<file path="config.mk">
export PLATFORM = sky130hd
export DESIGN_NAME = multi_slot_tick_divider_dispatch
export DESIGN_NICKNAME = d
export VERILOG_FILES = /design/src/hw/rtl/mstd_pkg.sv /design/src/hw/rtl/mstd_ram.sv /design/src/hw/rtl/multi_slot_tick_divider_dispatch.sv
export SDC_FILE = /design/constraint.sdc
export NUM_CORES = 1
export LEC_CHECK = 0
export BUFFER_PORTS_ARGS = -buffer_cell sky130_fd_sc_hd__buf_2
export CAP_MARGIN = 20
export CORE_ASPECT_RATIO = 1.4
export CORE_UTILIZATION = 55
export CTS_BUF_LIST = sky130_fd_sc_hd__clkbuf_8 sky130_fd_sc_hd__clkbuf_16
export CTS_CLUSTER_SIZE = 25
export DETAILED_ROUTE_END_ITERATION = 12
export PLACE_DENSITY = 0.72
export RECOVER_POWER = 50
export SKIP_LAST_GASP = 1
export SLEW_MARGIN = 5
export SYNTH_ARGS = -nofsm -noshare
export SYNTH_HDL_FRONTEND = slang
export SYNTH_SLANG_ARGS = --single-unit
</file>
<file path="constraint.sdc">
create_clock -name clk -period 14.3 [get_ports clk]
set_input_delay 0.715 -clock clk [delete_from_list [all_inputs] [get_ports clk]]
set_output_delay 0.715 -clock clk [all_outputs]
set_load 0.02 [all_outputs]
</file>
<file path="src/hw/rtl/mstd_pkg.sv">
// Shared types and constants for the tick divider and dispatch queue.
`timescale 1ns / 1ps

package mstd_pkg;

    localparam int ID_W    = 3;
    localparam int MASK_W  = 8;
    localparam int LEVEL_W = 5;
    localparam int SLOT_W  = 8;
    localparam int FACT_W  = 8;

    typedef enum logic [1:0] {
        REQ_TICK    = 2'd0,
        REQ_ENABLE  = 2'd1,
        REQ_DISABLE = 2'd2,
        REQ_DRAIN   = 2'd3
    } req_t;

    typedef enum logic [1:0] {
        ST_IDLE,
        ST_TICK,
        ST_DRAIN,
        ST_DONE
    } state_t;

endpackage

</file>
<file path="src/hw/rtl/mstd_ram.sv">
// Generic single write port, single read port RAM with registered read data.
`timescale 1ns / 1ps

module mstd_ram #(
    parameter int WIDTH = 3,
    parameter int DEPTH = 16
) (
    input  logic                     clk,
    input  logic                     wr_en,
    input  logic [$clog2(DEPTH)-1:0] wr_addr,
    input  logic [WIDTH-1:0]         wr_data,
    input  logic                     rd_en,
    input  logic [$clog2(DEPTH)-1:0] rd_addr,
    output logic [WIDTH-1:0]         rd_data
);

    logic [WIDTH-1:0] mem [DEPTH];

    always_ff @(posedge clk)
    begin
        if (wr_en)
        begin
            mem[wr_addr] <= wr_data;
        end
        if (rd_en)
        begin
            rd_data <= mem[rd_addr];
        end
    end

endmodule

</file>
<file path="src/hw/rtl/multi_slot_tick_divider_dispatch.sv">
// Tick divider over a set of slots with a FIFO of fired slot ids.
// Tick: the shared increment/compare unit visits one slot per cycle in the tick state,
// then the done state loads the output register; enable/disable go straight to done;
// drain takes the queue head by one registered RAM read in the drain state, which an empty queue skips.
// Throughput: one request at a time; a new request is taken once the previous result
// sits in the output register.
// Reset: asynchronous, clears all slots and empties the queue; no clearing pass.
`timescale 1ns / 1ps

module multi_slot_tick_divider_dispatch #(
    parameter int SLOTS       = 8,
    parameter int QUEUE_DEPTH = 16
) (
    input  logic                          clk,
    input  logic                          rst_n,

    input  logic                          req_valid,
    output logic                          req_stall,
    input  logic [1:0]                    req_type,
    input  logic [mstd_pkg::SLOT_W-1:0]   slot,
    input  logic [mstd_pkg::FACT_W-1:0]   divide_factor,

    output logic                          rsp_valid,
    input  logic                          rsp_stall,
    output logic                          ok,
    output logic [mstd_pkg::SLOT_W-1:0]   fired_slot,
    output logic [mstd_pkg::MASK_W-1:0]   fired_mask,
    output logic                          overflow,
    output logic [mstd_pkg::LEVEL_W-1:0]  queue_level
);

    localparam int SW = (SLOTS > 1) ? $clog2(SLOTS) : 1;
    localparam int QW = $clog2(QUEUE_DEPTH);
    localparam int FW = $clog2(QUEUE_DEPTH + 1);

    mstd_pkg::state_t state_reg, state_next;

    logic                        en_reg     [SLOTS];
    logic [mstd_pkg::FACT_W-1:0] factor_reg [SLOTS];
    logic [mstd_pkg::FACT_W-1:0] count_reg  [SLOTS];

    logic [SW-1:0] cur_reg;
    logic [QW-1:0] head_reg, tail_reg;
    logic [FW-1:0] fill_reg;

    logic                        res_ok_reg;
    logic [mstd_pkg::ID_W-1:0]   res_id_reg;
    logic [mstd_pkg::MASK_W-1:0] res_mask_reg;
    logic                        res_ovf_reg;

    logic                          rsp_valid_reg;
    logic                          rsp_ok_reg;
    logic [mstd_pkg::SLOT_W-1:0]   rsp_slot_reg;
    logic [mstd_pkg::MASK_W-1:0]   rsp_mask_reg;
    logic                          rsp_ovf_reg;
    logic [mstd_pkg::LEVEL_W-1:0]  rsp_level_reg;

    logic                        req_acc;
    logic                        slot_ok;
    logic [SW-1:0]               slot_idx;
    logic [mstd_pkg::FACT_W-1:0] cnt_inc;
    logic                        fire;
    logic                        full;
    logic                        push;
    logic                        last_slot;
    logic                        done_go;
    logic                        ram_rd_en;
    logic [mstd_pkg::ID_W-1:0]   ram_rd_data;
    logic                        id_ok;
    logic [SW-1:0]               id_idx;
    logic [QW-1:0]               head_inc, tail_inc;

    assign req_stall = (state_reg != mstd_pkg::ST_IDLE);
    assign req_acc   = req_valid && !req_stall;
    assign slot_ok   = ({1'b0, slot} < 9'(SLOTS));
    assign slot_idx  = slot[SW-1:0];

    // shared increment/compare unit, one slot per cycle
    assign cnt_inc   = count_reg[cur_reg] + 8'd1;
    assign fire      = en_reg[cur_reg] && (cnt_inc >= factor_reg[cur_reg]);
    assign full      = (fill_reg == FW'(QUEUE_DEPTH));
    assign push      = (state_reg == mstd_pkg::ST_TICK) && fire && !full;
    assign last_slot = (cur_reg == SW'(SLOTS - 1));

    assign done_go   = !rsp_valid_reg || !rsp_stall;
    assign ram_rd_en = req_acc && (req_type == mstd_pkg::REQ_DRAIN);

    assign id_ok     = ({1'b0, ram_rd_data} < 4'(SLOTS));
    assign id_idx    = ram_rd_data[SW-1:0];

    assign head_inc  = (head_reg == QW'(QUEUE_DEPTH - 1)) ? '0 : head_reg + 1'b1;
    assign tail_inc  = (tail_reg == QW'(QUEUE_DEPTH - 1)) ? '0 : tail_reg + 1'b1;

    mstd_ram #(
        .WIDTH (mstd_pkg::ID_W),
        .DEPTH (QUEUE_DEPTH)
    ) u_queue (
        .clk     (clk),
        .wr_en   (push),
        .wr_addr (tail_reg),
        .wr_data (3'(cur_reg)),
        .rd_en   (ram_rd_en),
        .rd_addr (head_reg),
        .rd_data (ram_rd_data)
    );

    always_comb
    begin
        state_next = state_reg;
        case (state_reg)
            mstd_pkg::ST_IDLE:
            begin
                if (req_acc)
                begin
                    case (req_type)
                        mstd_pkg::REQ_TICK:  state_next = mstd_pkg::ST_TICK;
                        mstd_pkg::REQ_DRAIN:
                            state_next = (fill_reg != '0) ? mstd_pkg::ST_DRAIN
                                                          : mstd_pkg::ST_DONE;
                        default:             state_next = mstd_pkg::ST_DONE;
                    endcase
                end
            end
            mstd_pkg::ST_TICK:
            begin
                if (last_slot)
                begin
                    state_next = mstd_pkg::ST_DONE;
                end
            end
            mstd_pkg::ST_DRAIN: state_next = mstd_pkg::ST_DONE;
            mstd_pkg::ST_DONE:
            begin
                if (done_go)
                begin
                    state_next = mstd_pkg::ST_IDLE;
                end
            end
            default: state_next = mstd_pkg::ST_IDLE;
        endcase
    end

    always_ff @(posedge clk or negedge rst_n)
    begin
        if (!rst_n)
        begin
            state_reg <= mstd_pkg::ST_IDLE;
        end
        else
        begin
            state_reg <= state_next;
        end
    end

    // slot table and queue pointers
    always_ff @(posedge clk or negedge rst_n)
    begin
        if (!rst_n)
        begin
            for (int i = 0; i < SLOTS; i++)
            begin
                en_reg[i]     <= 1'b0;
                factor_reg[i] <= '0;
                count_reg[i]  <= '0;
            end
            cur_reg  <= '0;
            head_reg <= '0;
            tail_reg <= '0;
            fill_reg <= '0;
        end
        else
        begin
            case (state_reg)
                mstd_pkg::ST_IDLE:
                begin
                    cur_reg <= '0;
                    if (req_acc && slot_ok &&
                        (req_type == mstd_pkg::REQ_ENABLE ||
                         req_type == mstd_pkg::REQ_DISABLE))
                    begin
                        en_reg[slot_idx]     <= (req_type == mstd_pkg::REQ_ENABLE);
                        factor_reg[slot_idx] <= (req_type == mstd_pkg::REQ_ENABLE) ?
                                                divide_factor : '0;
                        count_reg[slot_idx]  <= '0;
                    end
                end
                mstd_pkg::ST_TICK:
                begin
                    if (en_reg[cur_reg])
                    begin
                        count_reg[cur_reg] <= fire ? '0 : cnt_inc;
                    end
                    if (push)
                    begin
                        tail_reg <= tail_inc;
                        fill_reg <= fill_reg + 1'b1;
                    end
                    cur_reg <= cur_reg + 1'b1;
                end
                mstd_pkg::ST_DRAIN:
                begin
                    head_reg <= head_inc;
                    fill_reg <= fill_reg - 1'b1;
                end
                default:
                begin
                end
            endcase
        end
    end

    // per-request result accumulation
    always_ff @(posedge clk or negedge rst_n)
    begin
        if (!rst_n)
        begin
            res_ok_reg   <= 1'b0;
            res_id_reg   <= '0;
            res_mask_reg <= '0;
            res_ovf_reg  <= 1'b0;
        end
        else
        begin
            case (state_reg)
                mstd_pkg::ST_IDLE:
                begin
                    if (req_acc)
                    begin
                        res_ok_reg   <= slot_ok && (req_type == mstd_pkg::REQ_ENABLE ||
                                                    req_type == mstd_pkg::REQ_DISABLE);
                        res_id_reg   <= '0;
                        res_mask_reg <= '0;
                        res_ovf_reg  <= 1'b0;
                    end
                end
                mstd_pkg::ST_TICK:
                begin
                    if (fire)
                    begin
                        res_mask_reg[3'(cur_reg)] <= 1'b1;
                        if (full)
                        begin
                            res_ovf_reg <= 1'b1;
                        end
                    end
                end
                mstd_pkg::ST_DRAIN:
                begin
                    res_id_reg <= ram_rd_data;
                    res_ok_reg <= id_ok && en_reg[id_idx];
                end
                default:
                begin
                end
            endcase
        end
    end

    // output register
    always_ff @(posedge clk or negedge rst_n)
    begin
        if (!rst_n)
        begin
            rsp_valid_reg <= 1'b0;
            rsp_ok_reg    <= 1'b0;
            rsp_slot_reg  <= '0;
            rsp_mask_reg  <= '0;
            rsp_ovf_reg   <= 1'b0;
            rsp_level_reg <= '0;
        end
        else
        begin
            if (state_reg == mstd_pkg::ST_DONE && done_go)
            begin
                rsp_valid_reg <= 1'b1;
                rsp_ok_reg    <= res_ok_reg;
                rsp_slot_reg  <= 8'(res_id_reg);
                rsp_mask_reg  <= res_mask_reg;
                rsp_ovf_reg   <= res_ovf_reg;
                rsp_level_reg <= 5'(fill_reg);
            end
            else if (rsp_valid_reg && !rsp_stall)
            begin
                rsp_valid_reg <= 1'b0;
            end
        end
    end

    assign rsp_valid   = rsp_valid_reg;
    assign ok          = rsp_ok_reg;
    assign fired_slot  = rsp_slot_reg;
    assign fired_mask  = rsp_mask_reg;
    assign overflow    = rsp_ovf_reg;
    assign queue_level = rsp_level_reg;

`ifndef ASSERT_OFF
    a_fill_bound: assert property (@(posedge clk) disable iff (!rst_n)
        fill_reg <= FW'(QUEUE_DEPTH))
        else $error("queue fill above depth");

    a_ovf_full: assert property (@(posedge clk) disable iff (!rst_n)
        (state_reg == mstd_pkg::ST_DONE && res_ovf_reg) |-> full)
        else $error("overflow flagged with room in queue");

    a_pop_only_drain: assert property (@(posedge clk) disable iff (!rst_n)
        (fill_reg < $past(fill_reg)) |-> ($past(state_reg) == mstd_pkg::ST_DRAIN))
        else $error("queue fill dropped outside drain");

    a_busy_stall: assert property (@(posedge clk) disable iff (!rst_n)
        (state_reg == mstd_pkg::ST_TICK) |=> req_stall)
        else $error("request taken during tick sweep");
`endif

endmodule

</file>
Yosys cells after proc, flatten, opt, wreduce, memory -nomap -nowiden --
Memory sizes are Yosys's and may differ from the RTL's. A register that Yosys moved wholly into a read port is not among the register bits. Index checks and enable logic that the tools add are counted.
Operators by class: add/sub/neg operators 6, multiply operators 0, divide/modulo/power cells 0, magnitude comparators 9, eq/ne operators 18, shifts and indexed selects 0, mux-type cells 54, bitwise gates (word level) 6, reductions and logical operators 35
Operator list (count):
- bitwise mux 64 bit | 2
- 2-to-1 mux 64 bit | 2
- one-hot mux 64 bit (2 select lines) | 1
- 2-to-1 mux 8 bit | 10
- bitwise AND 64 bit | 1
- inverter 64 bit | 1
- binary-select mux 8 bit (select 3 bit) | 2
- demux 8 bit (select 3 bit) | 2
- inequality test 2 bit, second input constant | 8
- one-hot mux 8 bit (2 select lines) | 1
- 2-to-1 mux 1 bit | 15
- logical AND 1 bit | 13
- greater-or-equal comparator 4 bit, second input constant | 3
- inverter 3 -> 4 bit | 3
- one-hot mux 3 bit (2 select lines) | 2
- one-hot mux 5 bit (2 select lines) | 1
- nonzero test 2 bit | 5
- AND reduction 3 bit | 3
- adder 4 x 1 -> 4 bit, second input constant | 2
- adder 8 x 1 -> 8 bit, second input constant | 1
- bitwise mux 8 bit | 1
- equality test 2 bit, second input constant | 4
- equality test 4 bit, second input constant | 2
- greater-or-equal comparator 8 bit | 1
- other kinds (26) | 42
Storage, ports and cells: flip-flop bits (word level) 186, latch bits 0, memory bits (writable) 48, bits in read-only memories 0, bits of input ports 22, output and inout bits 25, logic and storage cells 168, memories kept 1
Memories:
- u_queue.mem | words 16, width 3, rd ports 1, clocked after memory_dff 1, write ports 1, RTL line mstd_ram.sv:17 | logic [WIDTH-1:0] mem [DEPTH];

Longest topological paths before layout --
depth in word-level cells 11, mapped depth 19, gate-level depth less buffers 13

Cells and area by module --
A second synthesis with hierarchy kept.
Unflattened totals: cell total of the unflattened synthesis 917, area, all modules 11424.7 µm²
Modules (own cells, without submodules):
- multi_slot_tick_divider_dispatch | times used 1, cells an instance 814, area an instance 9382.7 µm², sequential area each 4654.5 µm²
- mstd_ram | times used 1, cells an instance 103, area an instance 2042.0 µm², sequential area each 1531.5 µm²

Worst setup path before layout --
No wires, ideal clock.
path kind reg2reg, from reg cur_reg[2], to mem u_queue.mem[9][0] (enable), library setup time 350 ps, data arrival time 4266 ps, required time 13950 ps, path slack 9684 ps, cell stages (with the launch flop) 16, buffers on the path 4, period minus slack after synthesis 4616 ps, cell sequence dfrtp_1 > buf_2 > buf_1 > clkbuf_1 > buf_1 > mux2_2 > ha_1 > nand2_1 > xor2_1 > ha_1 > o21ai_0 > a221oi_1 > o211a_1 > and2_0 > nand2_1 > nor3b_1
Between the ends: cells in the longest elaborated chain, start to end 11, elaborated cells between the ends (all ways) 17, classes of those cells 1 x add/sub; 1 x order compare; 11 x mux; 1 x bitwise; 3 x reduce/logical
Ends and longest elaborated chain:
- from (decl) | RTL line multi_slot_tick_divider_dispatch.sv:42 | logic [SW-1:0] cur_reg;
- from (signal assigned) | RTL line multi_slot_tick_divider_dispatch.sv:198 | cur_reg <= cur_reg + 1'b1;
- inverter 3 -> 4 bit (implied by the code) (*) | RTL line multi_slot_tick_divider_dispatch.sv:79, multi_slot_tick_divider_dispatch.sv:80
- binary-select mux 8 bit (select 3 bit) | RTL line multi_slot_tick_divider_dispatch.sv:79 | assign cnt_inc = count_reg[cur_reg] + 8'd1;
- 2-to-1 mux 8 bit (implied by the code) (2 in a row) | RTL line multi_slot_tick_divider_dispatch.sv:79
- adder 8 x 1 -> 8 bit | RTL line multi_slot_tick_divider_dispatch.sv:79
- greater-or-equal comparator 8 bit | RTL line multi_slot_tick_divider_dispatch.sv:80 | assign fire = en_reg[cur_reg] && (cnt_inc >= factor_reg[cur_reg]);
- logical AND 1 bit (*) | RTL line multi_slot_tick_divider_dispatch.sv:80
- logical AND 1 bit (*) (2 in a row) | RTL line multi_slot_tick_divider_dispatch.sv:82 | assign push = (state_reg == mstd_pkg::ST_TICK) && fire && !full;
- 2-to-1 mux 1 bit (*) | RTL line mstd_ram.sv:21 | if (wr_en)
- 2-to-1 mux 1 bit (implied by the code) (*) | RTL line mstd_ram.sv:23 | mem[wr_addr] <= wr_data;
- to (decl) | RTL line mstd_ram.sv:17
Mark *: on every way between the ends. The rest lies on a longest branch, timed or not. The select of a mux whose other input is x is not followed.

==> results.cfg <==
[outcome]
run_status = finished, violations left
violations = capacitance limit, slew limit

[critical_path]
path_max_fanout = 121
setup.worst_path.start_class = primary input
r2r_start = cur_reg[2]
reg2reg_to = u_queue.mem[10][1]
critPathSlowestCell = clkbuf_1
required_ns = 14.14
critical_path_class = primary input to asynchronous set/reset pin
cp_slowest_stage_delay_ns = 4.50
critPathBufInv = 2
end_kind = asynchronous set/reset pin
critical-path-top-delay-family = buffers and inverters
r2r_slack_ns = 7.58
crit_top_cell = clkbuf_1
arrival_ns = 8.00
path_cells = clkbuf_1 -> clkbuf_1
cp.depth = 2
ff2ff_path_depth = 15

[route]
wl_per_cell_um = 23.1
wl_um = 27500
ant_nets = 0
drc = 0
dr.pass1.iters = 5
via_count = 7631
viasPerCell = 6.41
drt_iter0_drc = 647

[min_path]
hp-start = rsp_stall
min_to = rsp_valid
hold_path.class = primary input to flip-flop
hold_depth = 2

[synth]
synthCells = 890
ys.warnings.count = 0
syn_avg_cell_area_um2 = 12.5
yosysSeqAreaShare_pct = 55.4
ys_ff_latch = 237
synth_edf_count = 51
yosysUniqueCellTypes = 68
synth_flop_cell = dfrtp_1
async_flop_share_pct = 78.5
synthesis.area_um2 = 11200

[pwr]
p_per_area_nw_per_um2 = 156
power_leakage_nw = 5.35
vdd_drop_max_v = 0.000156

[floorplanning]
die_x_um = 122
start_util_pct = 56.3
die_y_um = 171
coreArea_um2 = 19800
rows = 61
die_area_um2 = 20900
pin_count = 47

[sta]
max_slew_margin_pct = -336
clock_skew_ns = 0.00763
setup-tns-final_ns = 0
post-route-period-util_pct = 57.1
worstMarginPinSlew_ns = 6.54
setup_violations = 0
fmax_mhz = 122
finalCriticalPeriod_ns = 8.16
rsz0062_at_grt = no
drv_slew = 266
finalHoldViolations = 0

[cts]
numClockSinks = 237
ctsHoldBuffers = 0
path_clk_slew_ns = 0.06
post_cts_buffers = 0
cts_tree = built
cts-buffers-inserted = 24
htree_levels = 1
root_buffer = clkbuf_16
cts_buffer_depth = 3
cts_resized = 0
insertion_delay_ns = 0.51

[global_route]
antenna_found_initial = 0
grt-ovfl-total = 0
grt_max_degree = 122
grt_usage_pct = 27.6
grt_pass1_wl_um = 43500
grt_pass1_vias = 7606

[placement]
io_buffers = 41
place_hpwl_um = 18100
gp_congestion = 0.878

[layout]
drive_gt1_share_pct = 16.8
fin_nets = 972
syn2layout_area_growth_pct = 10.3
utilization_pct = 62.1
diodes = 0

[flow_run]
maxCapViolations = 4
-- metal layers --
metal | wire (um) | up-vias | track usage, %
li1 | - | 3415 | -
met1 | 10800 | 3866 | 35.8
met2 | 14000 | 287 | 46.9
met3 | 1640 | 63 | 3.93
met4 | 1000 | 0 | 10.2
met5 | 0 | - | 0
-- kinds of logic after synthesis --
kind of cell | share of synthesized area (%)
flops | 55.4
compound gates | 15.0
simple gates | 9.55
mux | 12.7
buf+inv | 2.95
fa+ha+maj | 3.32
xor+xnor | 0.986
other cells | 0.0336
-- through the flow --
step | std cells | power [mW] | instance area (um2) | setup WS [ns] | hold WS (ns)
global placement | 1143 | 1.31 | 11600 | 8.97 | 0.462
finish | 1191 | 1.93 | 12300 | 6.14 | 0.433
global route | 1191 | 2.01 | 12300 | 4.48 | 0.429
CTS | 1189 | 1.94 | 12400 | 8.75 | 0.396
detailed placement | 1145 | 1.32 | 11600 | 8.76 | 0.471
floorplan | 894 | 1.17 | 11200 | 9.68 | 0.419
-- power breakdown --
group,switching [mW],internal (mW)
Sequential,0.0734,0.749
Combinational,0.292,0.192
Clock,0.257,0.364
Total,0.623,1.31
-- layout by cell type, fill, tap and decap left out, types with 9 or more instances in the layout --
cell type / Yosys / routed
nand2_1: 86 / 86
ha_1: 28 / 28
buf_4: 6 / 9
nand3_1: 11 / 11
nor2b_1: 9 / 9
and2_1: 12 / 11
mux2i_1: 12 / 12
mux4_2: 20 / 20
inv_1: 17 / 24
a22o_1: 75 / 75
mux2_2: 57 / 57
nor2_1: 26 / 26
clkbuf_16: 0 / 25
edfxtp_1: 51 / 51
and3_1: 12 / 12
buf_2: 4 / 21
dfrtp_1: 186 / 186
o21ai_0: 62 / 62
a21oi_1: 29 / 29
a22oi_1: 20 / 20
clkbuf_1: 40 / 25
a221oi_1: 11 / 11
-- final cells by class --
class	instances	area, um2
multi-input cells	583	4670
clock inverters	13	81.3
fillers	1618	7520
inverters	17	63.8
flip-flops and latches	237	6190
repair buffers	58	294
well taps	252	315
clock buffers	31	708
-- worst max path at each step --
stage	start	end	slack (ns)
2_1_floorplan	cur_reg[2]	u_queue.mem[9][0]	9.68
3_3_place_gp	cur_reg[0]	u_queue.mem[10][1]	8.97
3_5_place_dp	cur_reg[0]	u_queue.mem[10][1]	8.76
4_1_cts	cur_reg[0]	u_queue.mem[10][1]	8.75
5_1_grt	rst_n	fired_slot[1]	4.48
6_report	rst_n	rsp_valid	6.14
-- synthesized netlist by cell type (5+ instances only) --
cell | number | share of area [%]
mux4_1 | 8 | 1.9
inv_1 | 17 | 0.57
and3_1 | 12 | 0.67
a221oi_1 | 11 | 0.86
mux4_2 | 20 | 4.0
a22oi_1 | 20 | 1.3
buf_4 | 6 | 0.40
and2_1 | 12 | 0.67
nand2_1 | 86 | 2.9
nor2_1 | 26 | 0.87
nor3_1 | 5 | 0.22
ha_1 | 28 | 3.1
nor3b_1 | 6 | 0.40
mux2i_1 | 12 | 1.1
mux2_2 | 57 | 5.7
a22o_1 | 75 | 5.9
nor2b_1 | 9 | 0.50
and4_1 | 6 | 0.47
edfxtp_1 | 51 | 14
dfrtp_1 | 186 | 42
a21o_1 | 8 | 0.54
buf_1 | 5 | 0.17
nor4b_1 | 6 | 0.47
xnor2_1 | 6 | 0.47
clkbuf_1 | 40 | 1.3
nand3_1 | 11 | 0.49
a21oi_1 | 29 | 1.3
o21ai_0 | 62 | 2.8
Power figures use the tool's default switching activity.
